File: config.mk
export PLATFORM = sky130hd
export DESIGN_NAME = branch_history_table_predictor_unit
export DESIGN_NICKNAME = d
export VERILOG_FILES = /design/src/rtl/bhtp_pkg.sv /design/src/rtl/branch_history_table_predictor_unit.sv /design/src/rtl/bhtp_table.sv /design/src/rtl/bhtp_counters.sv
export SDC_FILE = /design/constraint.sdc
export NUM_CORES = 1
export LEC_CHECK = 0
export BUFFER_PORTS_ARGS = -buffer_cell sky130_fd_sc_hd__buf_2
export CAP_MARGIN = 10
export CELL_PAD_IN_SITES_DETAIL_PLACEMENT = 1
export CELL_PAD_IN_SITES_GLOBAL_PLACEMENT = 1
export CORE_ASPECT_RATIO = 0.6
export CORE_UTILIZATION = 48
export CTS_CLUSTER_SIZE = 25
export DETAILED_ROUTE_END_ITERATION = 10
export PLACE_DENSITY = 0.76
export SYNTH_ARGS = -nofsm -noshare
export SYNTH_HDL_FRONTEND = slang
export SYNTH_SLANG_ARGS = --single-unit
File: constraint.sdc
create_clock -name clock -period 4.9 [get_ports clock]
set_input_delay 0.735 -clock clock [delete_from_list [all_inputs] [get_ports clock]]
set_output_delay 0.735 -clock clock [all_outputs]
set_load 0.005 [all_outputs]
File: src/rtl/bhtp_pkg.sv
package bhtp_pkg;

   // table geometry
   localparam int TABLE_ENTRIES = 32;
   localparam int HISTORY_BITS  = 4;
   localparam int INDEX_BITS    = (TABLE_ENTRIES > 1) ? $clog2(TABLE_ENTRIES) : 1;

   // field widths
   localparam int ADDR_BITS  = 32;
   localparam int COUNT_BITS = 32;

   // prediction loaded into the table after reset
   localparam logic INIT_PREDICTION_RESET = 1'b1;

   typedef logic [INDEX_BITS-1:0]   index_type;
   typedef logic [HISTORY_BITS-1:0] history_type;
   typedef logic [COUNT_BITS-1:0]   count_type;

   // one resolved branch going into the table
   typedef struct packed {
      logic      valid;
      index_type index;
      logic      taken;
   } update_type;

   // bulk load of every prediction bit
   typedef struct packed {
      logic en;
      logic value;
   } fill_type;

   // counter update and the totals that include it
   typedef struct packed {
      logic valid;
      logic hit;
   } tally_type;

   typedef struct packed {
      count_type correct;
      count_type wrong;
   } totals_type;

endpackage

File: src/rtl/branch_history_table_predictor_unit.sv
// path: an accepted beat is captured in the input register, then its result in the result register, shown for one cycle
// throughput: one beat per cycle; busy stays low, the table update is a read-modify-write
//   of flip-flop entries between the input and result registers
// the receiver cannot stall; rsp_valid strobes for exactly one cycle per beat
// reset (synchronous, active high): predictions to taken, histories and totals to zero,
//   initial prediction register to taken
module branch_history_table_predictor_unit
   import bhtp_pkg::*;
(
   input  logic                  clock,
   input  logic                  reset,
   input  logic                  start,
   output logic                  busy,
   input  logic [ADDR_BITS-1:0]  req_branch_address,
   input  logic                  req_taken,
   input  logic                  csr_valid,
   output logic                  csr_ready,
   input  logic                  csr_initial_prediction,
   output logic                  rsp_valid,
   output logic                  rsp_predicted_taken,
   output logic                  rsp_prediction_correct,
   output logic [COUNT_BITS-1:0] rsp_correct_total,
   output logic [COUNT_BITS-1:0] rsp_wrong_total
);

   logic                 accept;
   logic [ADDR_BITS-1:0] addr_mod;

   logic      s1_valid_ff;
   index_type s1_index_ff;
   logic      s1_taken_ff;
   logic      init_pred_ff;

   logic      rsp_valid_ff;
   logic      rsp_pred_ff;
   logic      rsp_hit_ff;
   count_type rsp_correct_ff;
   count_type rsp_wrong_ff;

   update_type upd;
   fill_type   fill;
   tally_type  tally;
   totals_type totals;
   logic       predicted;
   logic       hit;

   assign busy      = 1'b0;
   assign csr_ready = 1'b1;
   assign accept    = start && !busy;

   // entry select
   assign addr_mod = req_branch_address % ADDR_BITS'(TABLE_ENTRIES);

   // configuration register
   always_ff @(posedge clock) begin
      if (reset) begin
         init_pred_ff <= INIT_PREDICTION_RESET;
      end else if (csr_valid && csr_ready) begin
         init_pred_ff <= csr_initial_prediction;
      end
   end

   // input register
   always_ff @(posedge clock) begin
      if (reset) begin
         s1_valid_ff <= 1'b0;
      end else begin
         s1_valid_ff <= accept;
      end
   end

   always_ff @(posedge clock) begin
      if (accept) begin
         s1_index_ff <= addr_mod[INDEX_BITS-1:0];
         s1_taken_ff <= req_taken;
      end
   end

   // table lookup and update
   assign upd.valid  = s1_valid_ff;
   assign upd.index  = s1_index_ff;
   assign upd.taken  = s1_taken_ff;
   assign fill.en    = csr_valid && csr_ready;
   assign fill.value = csr_initial_prediction;

   bhtp_table u_table (
      .clock     (clock),
      .reset     (reset),
      .upd       (upd),
      .fill      (fill),
      .predicted (predicted)
   );

   // running totals
   assign hit         = (predicted == s1_taken_ff);
   assign tally.valid = s1_valid_ff;
   assign tally.hit   = hit;

   bhtp_counters u_counters (
      .clock  (clock),
      .reset  (reset),
      .tally  (tally),
      .totals (totals)
   );

   // result register
   always_ff @(posedge clock) begin
      if (reset) begin
         rsp_valid_ff <= 1'b0;
      end else begin
         rsp_valid_ff <= s1_valid_ff;
      end
   end

   always_ff @(posedge clock) begin
      if (s1_valid_ff) begin
         rsp_pred_ff    <= predicted;
         rsp_hit_ff     <= hit;
         rsp_correct_ff <= totals.correct;
         rsp_wrong_ff   <= totals.wrong;
      end
   end

   assign rsp_valid              = rsp_valid_ff;
   assign rsp_predicted_taken    = rsp_pred_ff;
   assign rsp_prediction_correct = rsp_hit_ff;
   assign rsp_correct_total      = rsp_correct_ff;
   assign rsp_wrong_total        = rsp_wrong_ff;

   // a result beat follows an occupied input register
   a_rsp_follows_s1 : assert property (@(posedge clock) disable iff (reset)
      rsp_valid_ff |-> $past(s1_valid_ff))
      else $error("result beat without a preceding input beat");

   // a correct prediction leaves a nonzero correct total
   a_correct_nonzero : assert property (@(posedge clock) disable iff (reset)
      (rsp_valid_ff && rsp_hit_ff) |-> (rsp_correct_ff != '0))
      else $error("correct total zero after a correct prediction");

   // a wrong prediction leaves a nonzero wrong total
   a_wrong_nonzero : assert property (@(posedge clock) disable iff (reset)
      (rsp_valid_ff && !rsp_hit_ff) |-> (rsp_wrong_ff != '0))
      else $error("wrong total zero after a wrong prediction");

   // the reported hit matches prediction and outcome of the same beat
   a_hit_consistent : assert property (@(posedge clock) disable iff (reset)
      s1_valid_ff |=> (rsp_hit_ff == ($past(predicted) == $past(s1_taken_ff))))
      else $error("hit flag does not match prediction and outcome");

endmodule

File: src/rtl/bhtp_table.sv
module bhtp_table
   import bhtp_pkg::*;
(
   input  logic       clock,
   input  logic       reset,
   input  update_type upd,
   input  fill_type   fill,
   output logic       predicted
);

   logic        pred_ff [TABLE_ENTRIES];
   history_type hist_ff [TABLE_ENTRIES];

   logic [HISTORY_BITS:0] shifted;
   history_type           hist_new;
   logic                  set_taken;
   logic                  set_not_taken;

   // read the addressed entry
   assign predicted = pred_ff[upd.index];

   // shift the outcome into the entry history
   assign shifted       = {hist_ff[upd.index], upd.taken};
   assign hist_new      = shifted[HISTORY_BITS-1:0];
   assign set_taken     = &hist_new;
   assign set_not_taken = ~|hist_new;

   // table storage, write-back of the addressed entry
   always_ff @(posedge clock) begin
      if (reset) begin
         for (int i = 0; i < TABLE_ENTRIES; i++) begin
            pred_ff[i] <= INIT_PREDICTION_RESET;
            hist_ff[i] <= '0;
         end
      end else begin
         for (int i = 0; i < TABLE_ENTRIES; i++) begin
            if (upd.valid && (upd.index == index_type'(i))) begin
               hist_ff[i] <= hist_new;
            end
            if (fill.en) begin
               pred_ff[i] <= fill.value;
            end else if (upd.valid && (upd.index == index_type'(i))) begin
               if (set_taken) begin
                  pred_ff[i] <= 1'b1;
               end else if (set_not_taken) begin
                  pred_ff[i] <= 1'b0;
               end
            end
         end
      end
   end

endmodule

File: src/rtl/bhtp_counters.sv
module bhtp_counters
   import bhtp_pkg::*;
(
   input  logic       clock,
   input  logic       reset,
   input  tally_type  tally,
   output totals_type totals
);

   count_type correct_ff, correct_in;
   count_type wrong_ff,   wrong_in;

   // saturating increments
   always_comb begin
      correct_in = correct_ff;
      wrong_in   = wrong_ff;
      if (tally.valid) begin
         if (tally.hit) begin
            if (!(&correct_ff)) correct_in = correct_ff + count_type'(1);
         end else begin
            if (!(&wrong_ff)) wrong_in = wrong_ff + count_type'(1);
         end
      end
   end

   // totals including the current beat
   assign totals.correct = correct_in;
   assign totals.wrong   = wrong_in;

   always_ff @(posedge clock) begin
      if (reset) begin
         correct_ff <= '0;
         wrong_ff   <= '0;
      end else begin
         correct_ff <= correct_in;
         wrong_ff   <= wrong_in;
      end
   end

endmodule

==> results.toml, run 1 <==
[status]
status = "finished, final reports clean"

[final_layout]
multiInputGateArea_um2 = 4380
final_nets = 1080
drive_gt1_frac = 0.193
layout.cells.non_filler = 1384
areaGrowthSynthToFinish_pct = 12.7
area.sequential_um2 = 7260
nFillCells = 2457
postLayoutCoreUtil = 0.554
post-route-cell-area_um2 = 13500

[setup_path]
cp_cell_sequence = "mux4_2 > mux4_2 > mux2i_1 > xnor2_2 > nand3_1 > nor4_1 > mux2_2"
crit_path_frequent_cell = "mux4_2"
cp_top_family = "multiplexers"
path_max_fanout = 14
crit_buf_inv = 0
cp.arrival_ns = 4.47
critPathRequiredTime_ns = 5.33
critical_path_class = "reg -> reg"
max_stage_delay_ns = 0.66
cp_slowest_cell = "dfxtp_2"
crit_path_end_kind = "flop"
critPathLaunchType = "flop"

[sta]
fin_skew_ns = 0.0359
setup_violations = 0
hold_viol = 0
period_share = 0.824
worst_slew_pin_slew_ns = 1.12
period_needed_ns = 4.04
timing.hold.ws_ns = 0.361
max_freq_mhz = 248
tns_ns = 0
final-max-slew-violation-count = 0
relSlewSlack = 0.253
rsz0062_at_grt = "no"

[logic_synthesis]
syn_area_um2 = 11900
synthCells = 980
yosysSeqAreaShare = 0.607
yosysMostFrequentCell = "edfxtp_1"
yosys_most_used_dff = "edfxtp_1"
synth_top_area_frac = 0.460
yosys-top-cells-count = "183 x edfxtp_1, 120 x nor2_1, 88 x dfxtp_1, 66 x nor2b_1, 53 x nand2_1"
synth-edff-count = 183
syn-mean-instance-area_um2 = 12.2
ys_types = 37
ys_ff_latch = 271
synth_top_cell_by_area = "edfxtp_1"
synthArstFlopShare = 0
ys_warn_count = 0
syn-num-nets = 1020
synth_area_leaders = "edfxtp_1 46%, dfxtp_1 15%, mux4_2 7.5%"

[drt]
drc = 0
ant_nets = 0
wl_per_cell_um = 23.1
via_count = 8119
dr.pass1.iters = 5
first_iter_violations = 740
via_per_inst = 5.87
wl_um = 31900

[placement]
io_buffers = 77
placed_cells = 1334
place_congestion = 0.838
post-dp-hpwl_um = 22400
placed_area_um2 = 12600

[cts]
cts_resized = 0
cts_sinks = 271
cts_setup_buffers = 0
cts_tree = "done"
cts.clk_slew.worst_paths_ns = 0.07
cts.path.max_buffers = 3
root_buffer = "clkbuf_16"
cts_buffers = 26
clk_latency_ns = 0.56
htreeDepth = 1
hold_buffers = 0

[grt]
grt_pass1_wl_um = 48700
antenna_found_initial = 2
gr-total-overflow = 0
grt_pass1_vias = 8075
grt_use_total = 0.253
grt_max_degree = 65

[floorplan]
io_pins = 107
num_rows = 44
core_um2 = 24300
start_util = 0.492
fp.dieArea_um2 = 25500
dieHeight_um = 124
die_x_um = 206

[min_path]
hold_class = "in -> reg"

[job]
cap_violations = 0

[power]
peakVddDrop_v = 0.000388
power_density_nw_per_um2 = 383
p_leak_nw = 4.66
==> layout make-up <==
cell class	count	share of cell area
Antenna cell	2	0.000372
Clock inverter	8	0.00660
Multi-Input combinational cell	635	0.326
Inverter	14	0.00390
Sequential cell	271	0.540
Tap cell	322	0.0299
Clock buffer	40	0.0568
Timing Repair Buffer	92	0.0372
==> routing by layer <==
layer / up-vias / routed length (µm) / GRT usage
met5: - / 0 / 0
met4: 0 / 548 / 0.0553
met3: 42 / 2000 / 0.0486
met2: 249 / 13300 / 0.342
met1: 4148 / 16100 / 0.414
li1: 3680 / - / -
==> through the flow <==
| stage | total power (W) | setup slack (ns) |
|---|---|---|
| after floorplan | 0.00296 | 1.52 |
| after global placement | 0.00313 | 1.03 |
| after detailed placement | 0.00315 | 0.876 |
| after CTS | 0.00519 | 0.843 |
| after global routing | 0.00531 | 0.567 |
| final | 0.00515 | 0.861 |
==> logic make-up (layout without fill, tap and decap cells) <==
kind of cell,count (synthesis),after routing,synth area share
compound gates,77,77,0.0369
simple gates,437,437,0.191
other cells,2,4,0.000629
fa+ha+maj,2,2,0.00209
mux,59,59,0.0929
flops,271,271,0.607
xor+xnor,58,58,0.0425
buf+inv,74,154,0.0266
==> cell usage in the layout, fill, tap and decap left out, drive strengths merged <==
master   synthesis  routed
and3            10      10
ha               2       2
nand4           35      35
nor4            13      13
a211oi          14      14
xnor2           27      27
o21ai           34      34
diode            0       2
buf             17      92
o21a             2       2
nor2           120     120
o31ai            4       4
a2111oi          1       1
nand2           53      53
bufinv           0       2
a21oi           22      22
inv             14      14
mux2i            4       4
mux4            40      40
and4             7       7
and2             2       2
nand3           52      52
or4              8       8
clkinv           0       6
or2              7       7
edfxtp         183     183
or3              4       4
mux2            15      15
clkbuf          43      40
nor3            26      26
conb             2       2
nand2b          34      34
xor2            31      31
nor2b           66      66
dfxtp           88      88
==> worst register-to-register path, cell delays in order (launching register included) <==
cell and delay, ns:
dfxtp_2 0.66, mux4_2 0.60, mux4_2 0.50, mux2i_1 0.38, xnor2_2 0.26, nand3_1 0.58, nor4_1 0.55, mux2_2 0.39
==> path summary, 6_finish.rpt <==
check                          startpoint                       to  slack [ns]  cells past startpoint
hold reg to reg   u_counters.wrong_ff[17]  u_counters.wrong_ff[17]        0.55                      2
setup reg to reg                     flop  u_counters.wrong_ff[25]        0.86                      7
setup / recovery                     flop  u_counters.wrong_ff[25]        0.86                      7
hold / removal                  req_taken              s1_taken_ff        0.36                      1
==> registers in the layout, summed over array words and instances, names as in the netlist, named ones only <==
name and count:
s1_index_ff 5, u_table.pred_ff 32, rsp_wrong_total 32, s1_valid_ff 1
rsp_valid 1, u_counters.wrong_ff 32, rsp_predicted_taken 1, u_counters.correct_ff 32
rsp_correct_total 32, s1_taken_ff 1, u_table.hist_ff 96, rsp_prediction_correct 1
==> power breakdown <==
part / switching, W / internal, W / leakage (nW) / total [W]
Sequential: 0.0000765 / 0.00257 / 2.45 / 0.00265
Combinational: 0.000286 / 0.000171 / 1.79 / 0.000457
Clock: 0.000869 / 0.00118 / 0.422 / 0.00205
Total: 0.00123 / 0.00392 / 4.66 / 0.00515
Power figures use the tool's default switching activity.
==> run 2, diff against run 1 <==
ABC_AREA = 1   (was default)
CORE_UTILIZATION = 45   (was 48)
PLACE_DENSITY = 0.77   (was 0.76)
clock period = 4.09 ns   (was 4.9 ns; I/O delays follow)
==> run 2 against run 1 <==
  * Clock-buffer cell count down 4
  * Sequential share of layout area is 4.3 points lower
  * Via count grew 39%
  * Power is 22% higher
  * Non-clock buffer count up 9
  * Clock skew down 0.020 ns
  * Hold slack got worse by 0.11 ns
  * Synthesized area rose by 10%
  * Critical endpoint is now u_table.hist_ff[4][1]
  * Core utilization fell by 4.5 points
  * Setup slack got worse by 0.18 ns
==> results.toml, run 2 <==
[final_layout]
largest_register_ffs = 96
largest_register = "u_table.hist_ff"
areaGrowthSynthToFinish_pct = 11.3
layout.cells.non_filler = 2073
final_nets = 1718
final_common_cell = "nand2_1"
drive_gt1_frac = 0.0919
final_cell_mix = "554 x nand2_1, 215 x nand3_1, 183 x edfxtp_1, 174 x nor2_1, 152 x inv_1"
nFillCells = 3510
post-route-cell-area_um2 = 14600
n_antenna_cell = 0

[setup_path]
critPathRequiredTime_ns = 4.47
crit_path_end_kind = "flop"
cp_top_family = "simple AND/OR/NAND/NOR gates"
critical_path_class = "reg -> reg"
crit_path_frequent_cell = "nand2_1"
cp.arrival_ns = 3.79
cp_slowest_cell = "clkinvlp_4"
cp_cell_sequence = "inv_2 > buf_4 > nand2_1 > nand3_1 > nand3_1 > nand2_1 > nand2_1 > nand3_1 > nand2_1 > nor2_2 > clkinvlp_4 > nor2_1"
max_stage_delay_ns = 0.60
crit_buf_inv = 3
critPathLaunchType = "flop"
path_max_fanout = 31

[cts]
htreeDepth = 1
cts_sinks = 271
cts_setup_buffers = 0
cts.clk_slew.worst_paths_ns = 0.06
cts_tree = "done"
clk_latency_ns = 0.55
cts_buffers = 27
cts.path.max_buffers = 3
hold_buffers = 0
root_buffer = "clkbuf_16"

[floorplan]
core_um2 = 28700
fp.dieArea_um2 = 29900
io_pins = 107
die_x_um = 223
num_rows = 48
dieHeight_um = 134
start_util = 0.458

[sta]
worst_slew_pin_slew_ns = 0.921
setup_violations = 0
hold_viol = 0
rsz0062_at_grt = "no"
fin_skew_ns = 0.0163
tns_ns = 0
fin_ws_ns = 0.682
max_freq_mhz = 293
period_share = 0.833
relSlewSlack = 0.384
period_needed_ns = 3.41
timing.hold.ws_ns = 0.246
final-max-slew-violation-count = 0

[grt]
grt_use_total = 0.255
grt_max_degree = 67
antenna_found_initial = 0
grt_pass1_vias = 11025
gr-total-overflow = 0
grt_pass1_wl_um = 59500

[placement]
post-dp-hpwl_um = 26200
place_ws_ns = -0.116
placed_area_um2 = 13700
io_buffers = 77
placed_cells = 2023
place_congestion = 0.872

[logic_synthesis]
synth.area.mux_share = 0
syn-num-nets = 1666
synth_area_leaders = "edfxtp_1 42%, nand2_1 16%, dfxtp_1 13%"
yosysMostFrequentCell = "nand2_1"
yosysSeqAreaShare = 0.552
synth_fa_ha_area_frac = 0.00190
ys_warn_count = 0
synth_top_family_by_area = "simple AND/OR/NAND/NOR gates"
yosys_most_used_dff = "edfxtp_1"
ys_ff_latch = 271
synth_top_area_frac = 0.418
syn-mean-instance-area_um2 = 8.08
synthCells = 1626
synthArstFlopShare = 0
syn_area_um2 = 13100
synthSimpleGateAreaFrac = 0.336
synth-edff-count = 183
ys_types = 29
synth-xor-area-share = 0
synth_top_cell_by_area = "edfxtp_1"
synth_compound_area_frac = 0.0287
yosys-top-cells-count = "554 x nand2_1, 215 x nand3_1, 183 x edfxtp_1, 176 x nor2_1, 152 x inv_1"

[job]
cap_violations = 0

[drt]
via_per_inst = 5.46
dr.pass1.iters = 5
via_count = 11324
first_iter_violations = 981
wl_um = 37800
drc = 0
wl_per_cell_um = 18.2
ant_nets = 0

[min_path]
hold_class = "in -> reg"

[power]
p_leak_nw = 6.12
power_density_nw_per_um2 = 429
peakVddDrop_v = 0.000299

[status]
status = "finished, final reports clean"
run 2: cell count changes after synthesis, sizes merged, moves of 31 or more:
cell    delta
buf       +36
nor2b     -66
nand2b    -34
mux4      -40
xor2      -31
nand2    +506
nand3    +165
nor2      +56
inv      +140
run 2: metrics by stage:
step / util / power (W)
floorplan: - / 0.00363
global placement: 0.479 / 0.00380
detailed placement: 0.479 / 0.00382
CTS: 0.509 / 0.00632
global route: 0.509 / 0.00649
finish: 0.509 / 0.00628
run 2: metal layers:
layer,up-vias,track usage,part of all wire
li1,5435,-,-
met4,0,0.0479,0.016
met5,-,0,0
met3,48,0.0359,0.053
met2,255,0.389,0.43
met1,5586,0.386,0.50
run 2: where the power goes:
part | leakage, nW | total (W) | internal, W | switching [W]
Combinational | 3.14 | 0.000663 | 0.000166 | 0.000496
Sequential | 2.55 | 0.00311 | 0.00305 | 0.0000621
Clock | 0.424 | 0.00250 | 0.00144 | 0.00107
Total | 6.12 | 0.00628 | 0.00465 | 0.00162
run 2: kinds of logic after synthesis:
logic type | Yosys count
other cells | 2
flops | 271
simple gates | 1042
compound gates | 74
buf+inv | 235
fa+ha+maj | 2
run 2: final timing paths:
check | depth (start not counted) | end | startpoint | slack [ns]
min reg2reg | 2 | u_counters.wrong_ff[21] | u_counters.wrong_ff[21] | 0.50
max reg2reg | 12 | u_table.hist_ff[4][1] | flop | 0.68
max | 12 | u_table.hist_ff[4][1] | flop | 0.68
min | 1 | s1_taken_ff | req_taken | 0.25
run 2: repair_timing:
item | CTS | global route
cloned | 0 | 0
resized for setup | 1 | 2
setup endpoints to repair | 18 | 18
run 2: worst register-to-register path: stages (launching register included):
cell and delay [ns]:
dfxtp_2 0.52, inv_2 0.13, buf_4 0.35, nand2_1 0.11, nand3_1 0.09, nand3_1 0.11
nand2_1 0.10, nand2_1 0.06, nand3_1 0.21, nand2_1 0.14, nor2_2 0.59, clkinvlp_4 0.60
nor2_1 0.24
run 2: final cells by class:
class / instances / area (µm²) / share of cell area
flip-flops and latches: 271 / 7260 / 0.497
multi-input cells: 1120 / 4840 / 0.331
inverters: 157 / 594 / 0.0406
clock buffers: 36 / 729 / 0.0499
clock inverters: 13 / 141 / 0.00967
well taps: 375 / 469 / 0.0321
repair buffers: 101 / 591 / 0.0404
==> run 3, diff against run 2 <==
clock period = 3.5 ns   (was 4.09 ns; I/O delays follow)
==> run 3 against run 2 <==
  * Critical path type unchanged
  * Via count about the same
  * Core utilization down 0.13 points
  * Register-to-register slack worse by 0.23 ns
  * Largest cell class unchanged
  * Clock-buffer cell count up 7
  * Routed wire length up 2.8%
  * Largest power group unchanged
==> results.toml, run 3 (same netlist as run 2, synthesis figures left out) <==
[status]
status = "finished, final reports clean"

[power]
p_int_w = 0.00533
p_sw_w = 0.00189
power_density_nw_per_um2 = 495
seqPwrFrac = 0.501
peakVddDrop_v = 0.000349
combPwrFrac = 0.111
p_leak_nw = 6.11
swShare = 0.262
power_frac_clock = 0.388

[placement]
placed_area_um2 = 13700
post-dp-hpwl_um = 27100
place_ws_ns = 0.491
place_congestion = 0.855
io_buffers = 77

[sta]
tns_ns = 0
final-max-slew-violation-count = 0
period_share = 0.871
worst_slew_pin_slew_ns = 1.11
fin_ws_ns = 0.452
period_needed_ns = 3.05
max_freq_mhz = 328
rsz0062_at_grt = "no"
hold_viol = 0
relSlewSlack = 0.261
fin_skew_ns = 0.0137
setup_violations = 0

[drt]
dr.pass1.iters = 5
drc = 0
ant_nets = 0
via_per_inst = 5.46
wl_per_cell_um = 18.7
wl_um = 38800
via_count = 11332
first_iter_violations = 774

[min_path]
hold_class = "in -> reg"
worstHoldStart = "req_taken"

[cts]
cts_sinks = 271
hold_buffers = 0
htreeDepth = 1
cts.path.max_buffers = 3
cts_tree = "done"
cts_setup_buffers = 0
cts_buffers = 27
clk_latency_ns = 0.54
cts.clk_slew.worst_paths_ns = 0.07
root_buffer = "clkbuf_16"
cts_resized = 0

[final_layout]
largest_register = "u_table.hist_ff"
area.sequential_um2 = 7260
postLayoutCoreUtil = 0.508
post-route-cell-area_um2 = 14600
drive_gt1_frac = 0.0912
multiInputGateArea_um2 = 4830
nFillCells = 3500
final_common_cell = "nand2_1"
n_antenna_cell = 0
final_cell_mix = "554 x nand2_1, 215 x nand3_1, 183 x edfxtp_1, 175 x nor2_1, 152 x inv_1"
largest_register_ffs = 96
areaGrowthSynthToFinish_pct = 11.0
final_nets = 1720

[grt]
grt_pass1_vias = 11380
grt_pass1_wl_um = 61700
gr-total-overflow = 0
antenna_found_initial = 1
grt_use_total = 0.263
grt_max_degree = 50

[setup_path]
crit_path_frequent_cell = "nand2_1"
critPathRequiredTime_ns = 3.78
cp_cell_sequence = "inv_2 > buf_4 > nand2_1 > nand3_1 > nand3_1 > nand2_1 > nand2_1 > nand2_1 > nand2_1 > nand2_1 > a21oi_1 > and2_1 > nand2_1 > nand2_1 > nand2_1"
critical_path_class = "reg -> reg"
cp_slowest_cell = "and2_1"
critPathLaunchType = "flop"
cp.arrival_ns = 3.33
path_max_fanout = 33
max_stage_delay_ns = 0.88
crit_buf_inv = 2
cp_top_family = "simple AND/OR/NAND/NOR gates"
crit_path_end_kind = "flop"

[job]
cap_violations = 0

[floorplan]
fp.dieArea_um2 = 29900
dieHeight_um = 134
die_x_um = 223
core_um2 = 28700
start_util = 0.458
io_pins = 107
num_rows = 48
-- run 3: final timing paths --
path	to	slack [ns]	depth (start not counted)
max	u_table.pred_ff[22]	0.45	15
min	s1_taken_ff	0.16	1
max reg2reg	u_table.pred_ff[22]	0.45	15
min reg2reg	u_counters.wrong_ff[7]	0.51	2
-- run 3: per-layer routing --
metal | part of all wire | vias to the layer above | global-route usage
met5 | 0.00033 | - | 0
met4 | 0.014 | 2 | 0.0483
met3 | 0.056 | 47 | 0.0436
met2 | 0.44 | 274 | 0.402
met1 | 0.49 | 5573 | 0.394
li1 | - | 5436 | -
-- run 3: area by class of cell --
type / instances / area share
Timing Repair Buffer: 103 / 0.0407
Tap cell: 375 / 0.0322
Clock inverter: 6 / 0.00214
Inverter: 157 / 0.0404
Multi-Input combinational cell: 1120 / 0.331
Sequential cell: 271 / 0.498
Clock buffer: 43 / 0.0553
-- run 3: power by group through the flow --
stage | logic, W | registers, W | clock network (W)
detailed placement | 0.000791 | 0.00369 | 0
finish | 0.000799 | 0.00362 | 0.00280
global route | 0.000879 | 0.00364 | 0.00296
floorplan | 0.000554 | 0.00368 | 0
CTS | 0.000794 | 0.00362 | 0.00285
global placement | 0.000759 | 0.00368 | 0
-- run 3: worst register-to-register path, delay by kind of cell, from the launching register on --
family	cells	cell delay, ns
AND/OR/NAND/NOR	12	2.02
flip-flops	1	0.36
buffers and inverters	2	0.28
AO/OA/AOI/OAI	1	0.13
-- run 3: through the flow --
step | power (W) | hold WS [ns] | instances
floorplan | 0.00424 | 0.461 | 1626
finish | 0.00722 | 0.162 | 2075
CTS | 0.00727 | 0.142 | 2075
global route | 0.00748 | 0.138 | 2075
detailed placement | 0.00448 | 0.505 | 2026
global placement | 0.00444 | 0.490 | 2026
